## config.mk

```make
export PLATFORM = sky130hd
export DESIGN_NAME = pftr_pixel_unit
export DESIGN_NICKNAME = d
export VERILOG_FILES = /design/src/sv/pftr_pkg.sv /design/src/sv/pftr_pixel_unit.sv
export SDC_FILE = /design/constraint.sdc
export NUM_CORES = 1
export LEC_CHECK = 0
export BUFFER_PORTS_ARGS = -buffer_cell sky130_fd_sc_hd__buf_2
export CAP_MARGIN = 10
export CELL_PAD_IN_SITES_DETAIL_PLACEMENT = 0
export CELL_PAD_IN_SITES_GLOBAL_PLACEMENT = 1
export CORE_MARGIN = 3
export CORE_UTILIZATION = 42
export DETAILED_ROUTE_END_ITERATION = 10
export PLACE_DENSITY_LB_ADDON = 0.08
export SLEW_MARGIN = 0
export SYNTH_ARGS = -nofsm -noshare
export SYNTH_HDL_FRONTEND = slang
export SYNTH_SLANG_ARGS = --single-unit
```

## constraint.sdc

```tcl
create_clock -name vclk -period 9.4
set_input_delay 1.88 -clock vclk [all_inputs]
set_output_delay 1.88 -clock vclk [all_outputs]
set_load 0.005 [all_outputs]
```

## src/sv/pftr_pkg.sv

```systemverilog
// Shared constants, types and the glyph font table of the page frame buffer text renderer.
package pftr_pkg;

    // Frame store geometry.
    localparam int MAX_COLUMNS = 128;
    localparam int PAGE_COUNT  = 8;
    localparam int STORE_BYTES = MAX_COLUMNS * PAGE_COUNT;
    localparam int ADDR_W      = $clog2(STORE_BYTES);
    localparam int PANEL_ROWS  = 8 * PAGE_COUNT;
    localparam int COL_W       = $clog2(MAX_COLUMNS + 1);
    localparam int ROW_W       = $clog2(PANEL_ROWS + 1);
    localparam int PAGE_W      = 5;
    localparam int PROD_W      = PAGE_W + COL_W;
    localparam int SUM_W       = PROD_W + 1;

    // Glyph geometry and character mapping.
    localparam int FIRST_CODE    = 32;
    localparam int LAST_CODE     = 127;
    localparam int FALLBACK_CODE = 63;
    localparam int GLYPH_COLS    = 5;
    localparam int GLYPH_ROWS    = 8;
    localparam int ROM_GLYPHS    = 26;
    localparam int FONT_ENTRIES  = ROM_GLYPHS * GLYPH_COLS;
    localparam int FONT_IDX_W    = $clog2(FONT_ENTRIES);

    // Result of the pixel address unit.
    typedef struct packed {
        logic              hit;
        logic [ADDR_W-1:0] addr;
        logic [2:0]        bit_sel;
    } pix_t;

    // Write request into the frame store.
    typedef struct packed {
        logic              wr_en;
        logic              clear;
        logic [ADDR_W-1:0] addr;
        logic [2:0]        bit_sel;
        logic              on;
    } store_cmd_t;

    // Font columns, five per glyph, bit 0 is the top row.
    localparam logic [7:0] FONT_ROM [FONT_ENTRIES] = '{
        8'h00, 8'h00, 8'h00, 8'h00, 8'h00,  8'h00, 8'h00, 8'h5F, 8'h00, 8'h00,
        8'h00, 8'h07, 8'h00, 8'h07, 8'h00,  8'h14, 8'h7F, 8'h14, 8'h7F, 8'h14,
        8'h24, 8'h2A, 8'h7F, 8'h2A, 8'h12,  8'h23, 8'h13, 8'h08, 8'h64, 8'h62,
        8'h36, 8'h49, 8'h55, 8'h22, 8'h50,  8'h00, 8'h05, 8'h03, 8'h00, 8'h00,
        8'h00, 8'h1C, 8'h22, 8'h41, 8'h00,  8'h00, 8'h41, 8'h22, 8'h1C, 8'h00,
        8'h14, 8'h08, 8'h3E, 8'h08, 8'h14,  8'h08, 8'h08, 8'h3E, 8'h08, 8'h08,
        8'h00, 8'h50, 8'h30, 8'h00, 8'h00,  8'h08, 8'h08, 8'h08, 8'h08, 8'h08,
        8'h00, 8'h60, 8'h60, 8'h00, 8'h00,  8'h20, 8'h10, 8'h08, 8'h04, 8'h02,
        8'h3E, 8'h51, 8'h49, 8'h45, 8'h3E,  8'h00, 8'h42, 8'h7F, 8'h40, 8'h00,
        8'h42, 8'h61, 8'h51, 8'h49, 8'h46,  8'h21, 8'h41, 8'h45, 8'h4B, 8'h31,
        8'h18, 8'h14, 8'h12, 8'h7F, 8'h10,  8'h27, 8'h45, 8'h45, 8'h45, 8'h39,
        8'h3C, 8'h4A, 8'h49, 8'h49, 8'h30,  8'h01, 8'h71, 8'h09, 8'h05, 8'h03,
        8'h36, 8'h49, 8'h49, 8'h49, 8'h36,  8'h06, 8'h49, 8'h49, 8'h29, 8'h1E
    };

    // Column of a glyph; glyphs beyond the table are blank.
    function automatic logic [7:0] font_column(input logic [6:0] idx, input logic [2:0] col);
        logic [FONT_IDX_W-1:0] pos;
        logic [7:0]            column;
        pos = FONT_IDX_W'(10'(idx) * 10'(GLYPH_COLS) + 10'(col));
        if (32'(idx) < ROM_GLYPHS)
        begin
            column = FONT_ROM[pos];
        end
        else
        begin
            column = 8'h00;
        end
        return column;
    endfunction

endpackage

```

## src/sv/pftr_pixel_unit.sv

```systemverilog
// Shared pixel address unit: clipping against the panel size and byte address computation.
module pftr_pixel_unit (
    input  logic [7:0]          x,
    input  logic [7:0]          y,
    input  logic [7:0]          panel_width,
    input  logic [6:0]          panel_height,
    output pftr_pkg::pix_t      pix
);

    logic [pftr_pkg::COL_W-1:0]  w_eff;
    logic [pftr_pkg::ROW_W-1:0]  h_eff;
    logic [pftr_pkg::PROD_W-1:0] prod;
    logic [pftr_pkg::SUM_W-1:0]  sum;
    logic                        clip;

    always_comb
    begin
        // The active area never exceeds the store.
        w_eff = (32'(panel_width) < 32'(pftr_pkg::MAX_COLUMNS)) ?
                pftr_pkg::COL_W'(panel_width) : pftr_pkg::COL_W'(pftr_pkg::MAX_COLUMNS);
        h_eff = (32'(panel_height) < 32'(pftr_pkg::PANEL_ROWS)) ?
                pftr_pkg::ROW_W'(panel_height) : pftr_pkg::ROW_W'(pftr_pkg::PANEL_ROWS);
        clip  = (32'(x) >= 32'(w_eff)) || (32'(y) >= 32'(h_eff));
        prod  = pftr_pkg::PROD_W'(y[7:3]) * pftr_pkg::PROD_W'(w_eff);
        sum   = pftr_pkg::SUM_W'(prod) + pftr_pkg::SUM_W'(x);
        pix.hit     = !clip && (32'(sum) < 32'(pftr_pkg::STORE_BYTES));
        pix.addr    = sum[pftr_pkg::ADDR_W-1:0];
        pix.bit_sel = y[2:0];
    end

endmodule

```

After elaboration in Yosys (flattened, before gate mapping):

Cells that the tools add are included.

* add/sub/neg operators: 1
* multipliers: 1
* $lt $le $gt $ge: 5
* reduce and logical (&&, ||, !) cells: 3
* multiplexer cells: 2

Operator list (number)
* adder 13 x 8 -> 14 bit: 1
* < comparator 14 x 11 -> 1 bit, second input constant: 1
* multiplier 5 x 8 -> 13 bit: 1
* >= comparator 8 x 7 -> 1 bit: 1
* >= comparator 8 bit: 1
* < comparator 8 bit, second input constant: 1
* 2-to-1 mux 8 bit: 1
* < comparator 7 bit, second input constant: 1
* 2-to-1 mux 7 bit: 1
* logical AND 1 bit: 1
* zero test 1 bit: 1
* logical OR 1 bit: 1

* bits in registers: 0
* word-level logic and storage cells: 12
* input port bits: 31

Logic depth before layout (Yosys ltp):

Gate-level depths: netlist (run 1).

* depth in word-level cells: 6
* mapped depth: 15
* mapped depth without buffers: 14

Least setup slack after synthesis (run 1):

OpenSTA, ideal clock, no wires.

* path type: in2out
* start: input panel_width[7]
* end: output pix[13] in the netlist's numbering
* path buffers: 1
* data arrival time: 5892 ps
* slack: 1628 ps
* stages: 14
* path through: clkbuf_1 nor2b_1 and2_1 fa_1 fa_1 inv_1 fa_1 inv_1 ha_1 or4_1 or4_1 or4_1 nand3_1 and4bb_1

RTL lines
* start, declared: RTL line pftr_pixel_unit.sv:5 `input logic [7:0] panel_width,`
* end, declared: RTL line pftr_pixel_unit.sv:7 `output pftr_pkg::pix_t pix`

==> results of run 1 <==
-- final cells by class --
type / instances / area [um^2]
well taps: 52 / 65.06
multi-input cells: 183 / 1708
inverters: 52 / 195.2
repair buffers: 45 / 225.2
fillers: 447 / 2191
-- worst paths after layout --
kind,slack (ns),to,startpoint
worst max-delay path,1.20,pix[13],panel_width[7]
worst min-delay path,3.94,pix[0],y[0]
-- critical path: stages --
cell and delay, ns:
buf_2 0.16, nor2b_1 0.37, nand2_1 0.14, fa_1 0.51, inv_1 0.05, fa_1 0.53, inv_1 0.05, fa_1 0.52
inv_1 0.04, ha_1 0.23, or4_1 0.51, or4_1 0.51, or4_1 0.43, nand3_1 0.10, and4bb_1 0.18, buf_2 0.10
-- metal layers --
metal	vias to the layer above	share of wire, %	global-route usage [%]
met2	26	50	26.87
li1	852	-	-
met4	0	0.45	0
met1	763	47	23.34
met5	-	0	0
met3	2	2.1	0
-- through the flow --
step | utilization [%] | total power (W) | area, um^2
finish | 50.03 | 0.0001730 | 2193
global route | 50.03 | 0.0002027 | 2193
CTS | 50.03 | 0.0001770 | 2193
detailed placement | 50.03 | 0.0001762 | 2193
global placement | 50.03 | 0.0001761 | 2193
floorplan | - | 0.0001235 | 1929
-- cell usage in the layout, fill, tap and decap left out, types with 2 or more instances in the layout --
master | Yosys | routed
inv_1 | 52 | 52
buf_2 | 0 | 45
ha_1 | 39 | 39
fa_1 | 26 | 26
nand2_1 | 25 | 25
and2_1 | 24 | 24
nor2b_1 | 9 | 9
nor2_1 | 8 | 8
a21oi_1 | 7 | 7
xnor2_1 | 5 | 5
o21ai_0 | 5 | 5
a21o_1 | 4 | 4
or4_1 | 4 | 4
a211oi_1 | 3 | 3
o21a_1 | 2 | 2
o21bai_1 | 2 | 2
nor3b_1 | 2 | 2
nand3_1 | 2 | 2
-- cells by family after synthesis --
group,after synthesis
AND/OR/NAND/NOR,81
adder cells (fa/ha/maj),65
buffers and inverters,56
AO/OA/AOI/OAI,31
XOR/XNOR,6
-- power groups by stage --
stage	Combinational [W]	Clock, W	Sequential [W]
final	0.000173	0	0
after floorplan	0.000123	0	0
after detailed placement	0.000176	0	0
after CTS	0.000177	0	0
after global placement	0.000176	0	0
after global routing	0.000203	0	0
==> impl_results.md, run 1 <==
- Endpoints failing setup: 0
- I/O Pins: 45
- Internal power: around 0.000081 W
- Max-cap violations: 0
- Initial antenna violation count: 0
- Worst-path maximum fanout: 13
- Synth Area in Adders: 52.27%
- Mux contribution to synthesized area: 0%
- Syn_nets: 335
- Clk_buf instances: 0
- Area growth syn-to-layout: 13.68%
- Flip-flop and latch count: 0
- Max Clock Freq: about 120 MHz
- Die area: around 5400 um^2
- Layout Nets: around 380
- Post CTS Setup Buffer Count: 0
- Reg power frac: 0%
- Synth Area in Compound Gates: between 10% and 20%
- RSZ-0062 raised after global routing: no
- Crit Path Category: in2out
- Final WL: around 4.0 mm
- Initial DRC Count: 51
- Iteration count of the initial detailed-routing pass: 4
- Chip Height: 73.78 um
- Final Hold Fails: 0
- Largest family of logic cells by synthesized area: adder cells
- Area contributors post-synth: fa_1 27%, ha_1 25%, inv_1 10%
- Worst EP arrival: approximately 6.3 ns
- Starting density of the core: 44.01%
- Warnings from Yosys: 0
- GP Congestion: roughly 0.79
- Num rows: 24
- Gate Count Post-Synth: between 200 and 250
- Place WS: 1.201 ns
- Sw power: approximately 0.000092 W
- CORE AREA: between 4000 and 5000 um^2
- Die X: between 70 and 80 um
- Vias: ~1600
- Avg Vias per Cell: between 4 and 5
- Post-route ant nets: 0
- Share of cells above drive strength 1: between 10% and 20%
- Post-cts repair resize count: 0
- Post-Layout Cell Count: 332
- Synth top area share: between 20 and 30%
- Power Density: a little under 80 nW/um^2
- Simple-Gate Fraction of Synth Area: 22.83%
- Hold Path Depth: 2
- Crit start category: input port
- Clk network pwr share: 0%
- Total GRT Usage: roughly 16%
- Dpl cells: approximately 330
- Routed wire per std cell: roughly 12 um
- Sequential fraction of the synthesis area: 0%
- Minimum clock period: 8.201 ns
- Combinational power share: between 90% and 100%
- Worst Path Required: 7.52 ns
- Setup ws final: between 1 and 1.5 ns
- Hold Path Class: in2out
- Ant. Diodes: 0
- Most frequent cells after synthesis: 52 x inv_1, 39 x ha_1, 26 x fa_1
- Port-buffer cells: 45
- Residual DRC: 0
- FF/Latch Area: 0 um^2
- Largest net degree at the start of global routing: 14
- Slew Viols, Final: 0
- Most frequent cell after synthesis: inv_1
- Critical Path End Type: primary output
- Final Cycle Share: between 80 and 90%
- Rel. slew slack: 71.85%
- Switch share: between 50% and 60%
- Vias in the first global route: about 1500
- Status: complete, no violations
- Setup_tns: 0 ns
- Leading area contributor after synthesis: fa_1
- Fin Hold WS: 3.942 ns
- Post-Synth XOR/XNOR Area: 2.724%
- Final global-route overflow total: 0
- Hold buffers post-CTS: 0
- Leakage Power: 1.229 nW
- Slew @ Worst Pin: 0.4214 ns
- DPL Wire Length: roughly 3.6 mm
- Peak supply drop: between 0.03 and 0.04 mV
- Syn Std Cell Area: between 1500 and 2000 um^2
- Syn_area_per_cell: approximately 8 um^2
- Cell variety after synth: 35
- First-pass GRT wire length: between 6 and 7 mm
No activity file was read; power rests on OpenSTA's default activity.
==> run 2, diff against run 1 <==
--- a/config.mk
+++ b/config.mk
@@ -5,14 +5,15 @@
 export SDC_FILE = /design/constraint.sdc
 export NUM_CORES = 1
 export LEC_CHECK = 0
-export BUFFER_PORTS_ARGS = -buffer_cell sky130_fd_sc_hd__buf_2
 export CAP_MARGIN = 10
 export CELL_PAD_IN_SITES_DETAIL_PLACEMENT = 0
 export CELL_PAD_IN_SITES_GLOBAL_PLACEMENT = 1
 export CORE_MARGIN = 3
-export CORE_UTILIZATION = 42
+export CORE_UTILIZATION = 50
 export DETAILED_ROUTE_END_ITERATION = 10
+export DONT_BUFFER_PORTS = 1
 export PLACE_DENSITY_LB_ADDON = 0.08
+export SETUP_SLACK_MARGIN = 0.3
 export SLEW_MARGIN = 0
 export SYNTH_ARGS = -nofsm -noshare
 export SYNTH_HDL_FRONTEND = slang
==> run 2 against run 1 <==
Net effect: non-clock buffer count down 45; sequential cell count unchanged; worst hold slack got worse by 0.18 ns; combinational power down 16%; final cell count is 15% lower; first-iteration DRC count up 33%; sequential share of layout area unchanged; via count fell by 6.5%; count of clock-buffer cells in the layout did not move; core utilization grew 5.7 points; global-route usage up 2.4 points; worst setup slack improved by 0.17 ns; largest cell class unchanged.
==> impl_results.md, run 2 (synthesis gave the netlist of run 1 again) <==
- RSZ-0062 raised after global routing: no
- Min-delay src: y[0]
- Setup_tns: 0 ns (unchanged)
- Hold Path Depth: 0 (-2)
- Slew @ Worst Pin: 0.4387 ns (+0.01727 ns)
- CP cell instances: nor2b_1 > nand2_1 > fa_1 > inv_1 > fa_1 > inv_1 > fa_1 > inv_1 > ha_1 > or4_1 > or4_1 > or4_1 > nand3_1 > and4bb_1
- Fillers: 357 (-20%)
- Ant. Diodes: 0 (unchanged)
- Power Density: 74.55 nW/um^2 (-5.5%)
- Residual DRC: 0 (unchanged)
- Most common cell after layout, fill and taps aside: inv_1
- Rel. slew slack: 70.69% (-1.2 points)
- FF/Latch Area: 0 um^2 (unchanged)
- Crit Path Category: in2out
- Met2 Use GR: 33.69% (+6.8 points)
- DPL Wire Length: 3.493 mm (-3.7%)
- Iteration count of the initial detailed-routing pass: 4 (unchanged)
- Port-buffer cells: 0 (-100%)
- Max Clock Freq: 124.5 MHz (+2.1%)
- Num rows: 21 (-13%)
- Post CTS Setup Buffer Count: 0 (unchanged)
- Starting density of the core: 54.80% (+11 points)
- Vias in the first global route: 1497 (+0.27%)
- Peak supply drop: 0.04353 mV (+16%)
- Clk_buf instances: 0 (unchanged)
- Setup ws final: 1.370 ns (+0.1705 ns)
- Share of cells above drive strength 1: 0% (-16 points)
- Met3 Use GR: 1.642% (+1.6 points)
- Layout Nets: 333 (-12%)
- Die area: 4640 um^2 (-15%)
- Largest net degree at the start of global routing: 14 (unchanged)
- Leakage Power: 1.050 nW (-15%)
- Initial DRC Count: 68 (+33%)
- Hold EP: pix[0]
- Avg Vias per Cell: 5.470 (+11%)
- CP bufs+invs: 3 (-2)
- Flip-flop and latch count: 0 (unchanged)
- Post-cts repair resize count: 0 (unchanged)
- Crit-path max cell delay: 0.54 ns (about the same)
- Slowest-stage cell, CP: fa_1
- Final Cycle Share: 85.43% (-1.8 points)
- Area of the multi-input gates: 1708 um^2 (unchanged)
- Vias: 1537 (-6.5%)
- Crit start category: input port
- Worst EP arrival: 6.15 ns (-0.17 ns)
- Met1 GRT Util: 23.13% (-0.21 points)
- Routed wire per std cell: 13.85 um (+16%)
- Minimum clock period: 8.030 ns (-0.1705 ns)
- Status: complete, no violations
- Critical Path End Type: primary output
- Final Hold Fails: 0 (unchanged)
- Chip Height: 68.12 um (-7.7%)
- Total GRT Usage: 18.02% (+2.4 points)
- Slew Viols, Final: 0 (unchanged)
- CORE AREA: 3521 um^2 (-20%)
- Die X: 68.12 um (-7.7%)
- CP top delay family: simple AND/OR/NAND/NOR gates
- Hold Path Class: in2out
- First-pass GRT wire length: 6.596 mm (-4.1%)
- Post-route ant nets: 0 (unchanged)
- I/O Pins: 45 (unchanged)
- GP Congestion: 0.8161 (+2.9%)
- Commonest non-fill, non-tap cells in the layout: 52 x inv_1, 39 x ha_1, 26 x fa_1
- Initial antenna violation count: 0 (unchanged)
- Worst-path maximum fanout: 6 (-7)
- GR peak layer: met2
- Final WL: 3.891 mm (-1.9%)
- Max-cap violations: 0 (unchanged)
- Post-layout util: 55.69% (+5.7 points)
- Area growth syn-to-layout: 1.621%
- Worst Path Required: 7.52 ns (about the same)
- Hold buffers post-CTS: 0 (unchanged)
- Place WS: 1.396 ns (+0.1946 ns)
- Endpoints failing setup: 0 (unchanged)
- Final global-route overflow total: 0 (unchanged)
-- run 2: cell count changes in the layout (fill, tap and decap cells not counted) --
cell and change:
buf_2 -45
-- run 2: worst max path at each step --
stage / end / slack [ns] / from / cells past startpoint
detailed placement: pix[13] / 1.40 / panel_width[4] / 14
CTS: pix[13] / 1.39 / panel_width[4] / 14
global placement: pix[13] / 1.51 / panel_width[4] / 14
floorplan: pix[13] / 1.63 / panel_width[7] / 14
global route: pix[13] / 1.14 / panel_width[5] / 14
finish: pix[13] / 1.37 / panel_width[4] / 14
-- run 2: layer usage --
layer,wire length [um],share of wire (%),up-vias
met5,0,0,-
met2,2028,52,64
met3,300,7.7,2
li1,-,-,758
met1,1527,39,713
met4,35,0.90,0
-- run 2: layout make-up --
type               instances  share of cell area, %
multi-input cells        183                  87.11
well taps                 46                  2.936
inverters                 52                  9.955
-- run 2: through the flow --
step           instances  hold WS (ns)   power, W  instance area (um^2)
2_1_floorplan        239         3.841  0.0001235                  1929
3_3_place_gp         281         3.760  0.0001449                  1961
3_5_place_dp         281         3.760  0.0001465                  1961
4_1_cts              281         3.760  0.0001478                  1961
5_1_grt              281         3.760  0.0001705                  1961
6_report             281         3.760  0.0001462                  1961
-- run 2: power by group --
group          switching (W)  internal (W)
registers                  0             0
logic              0.0000826     0.0000635
clock network              0             0
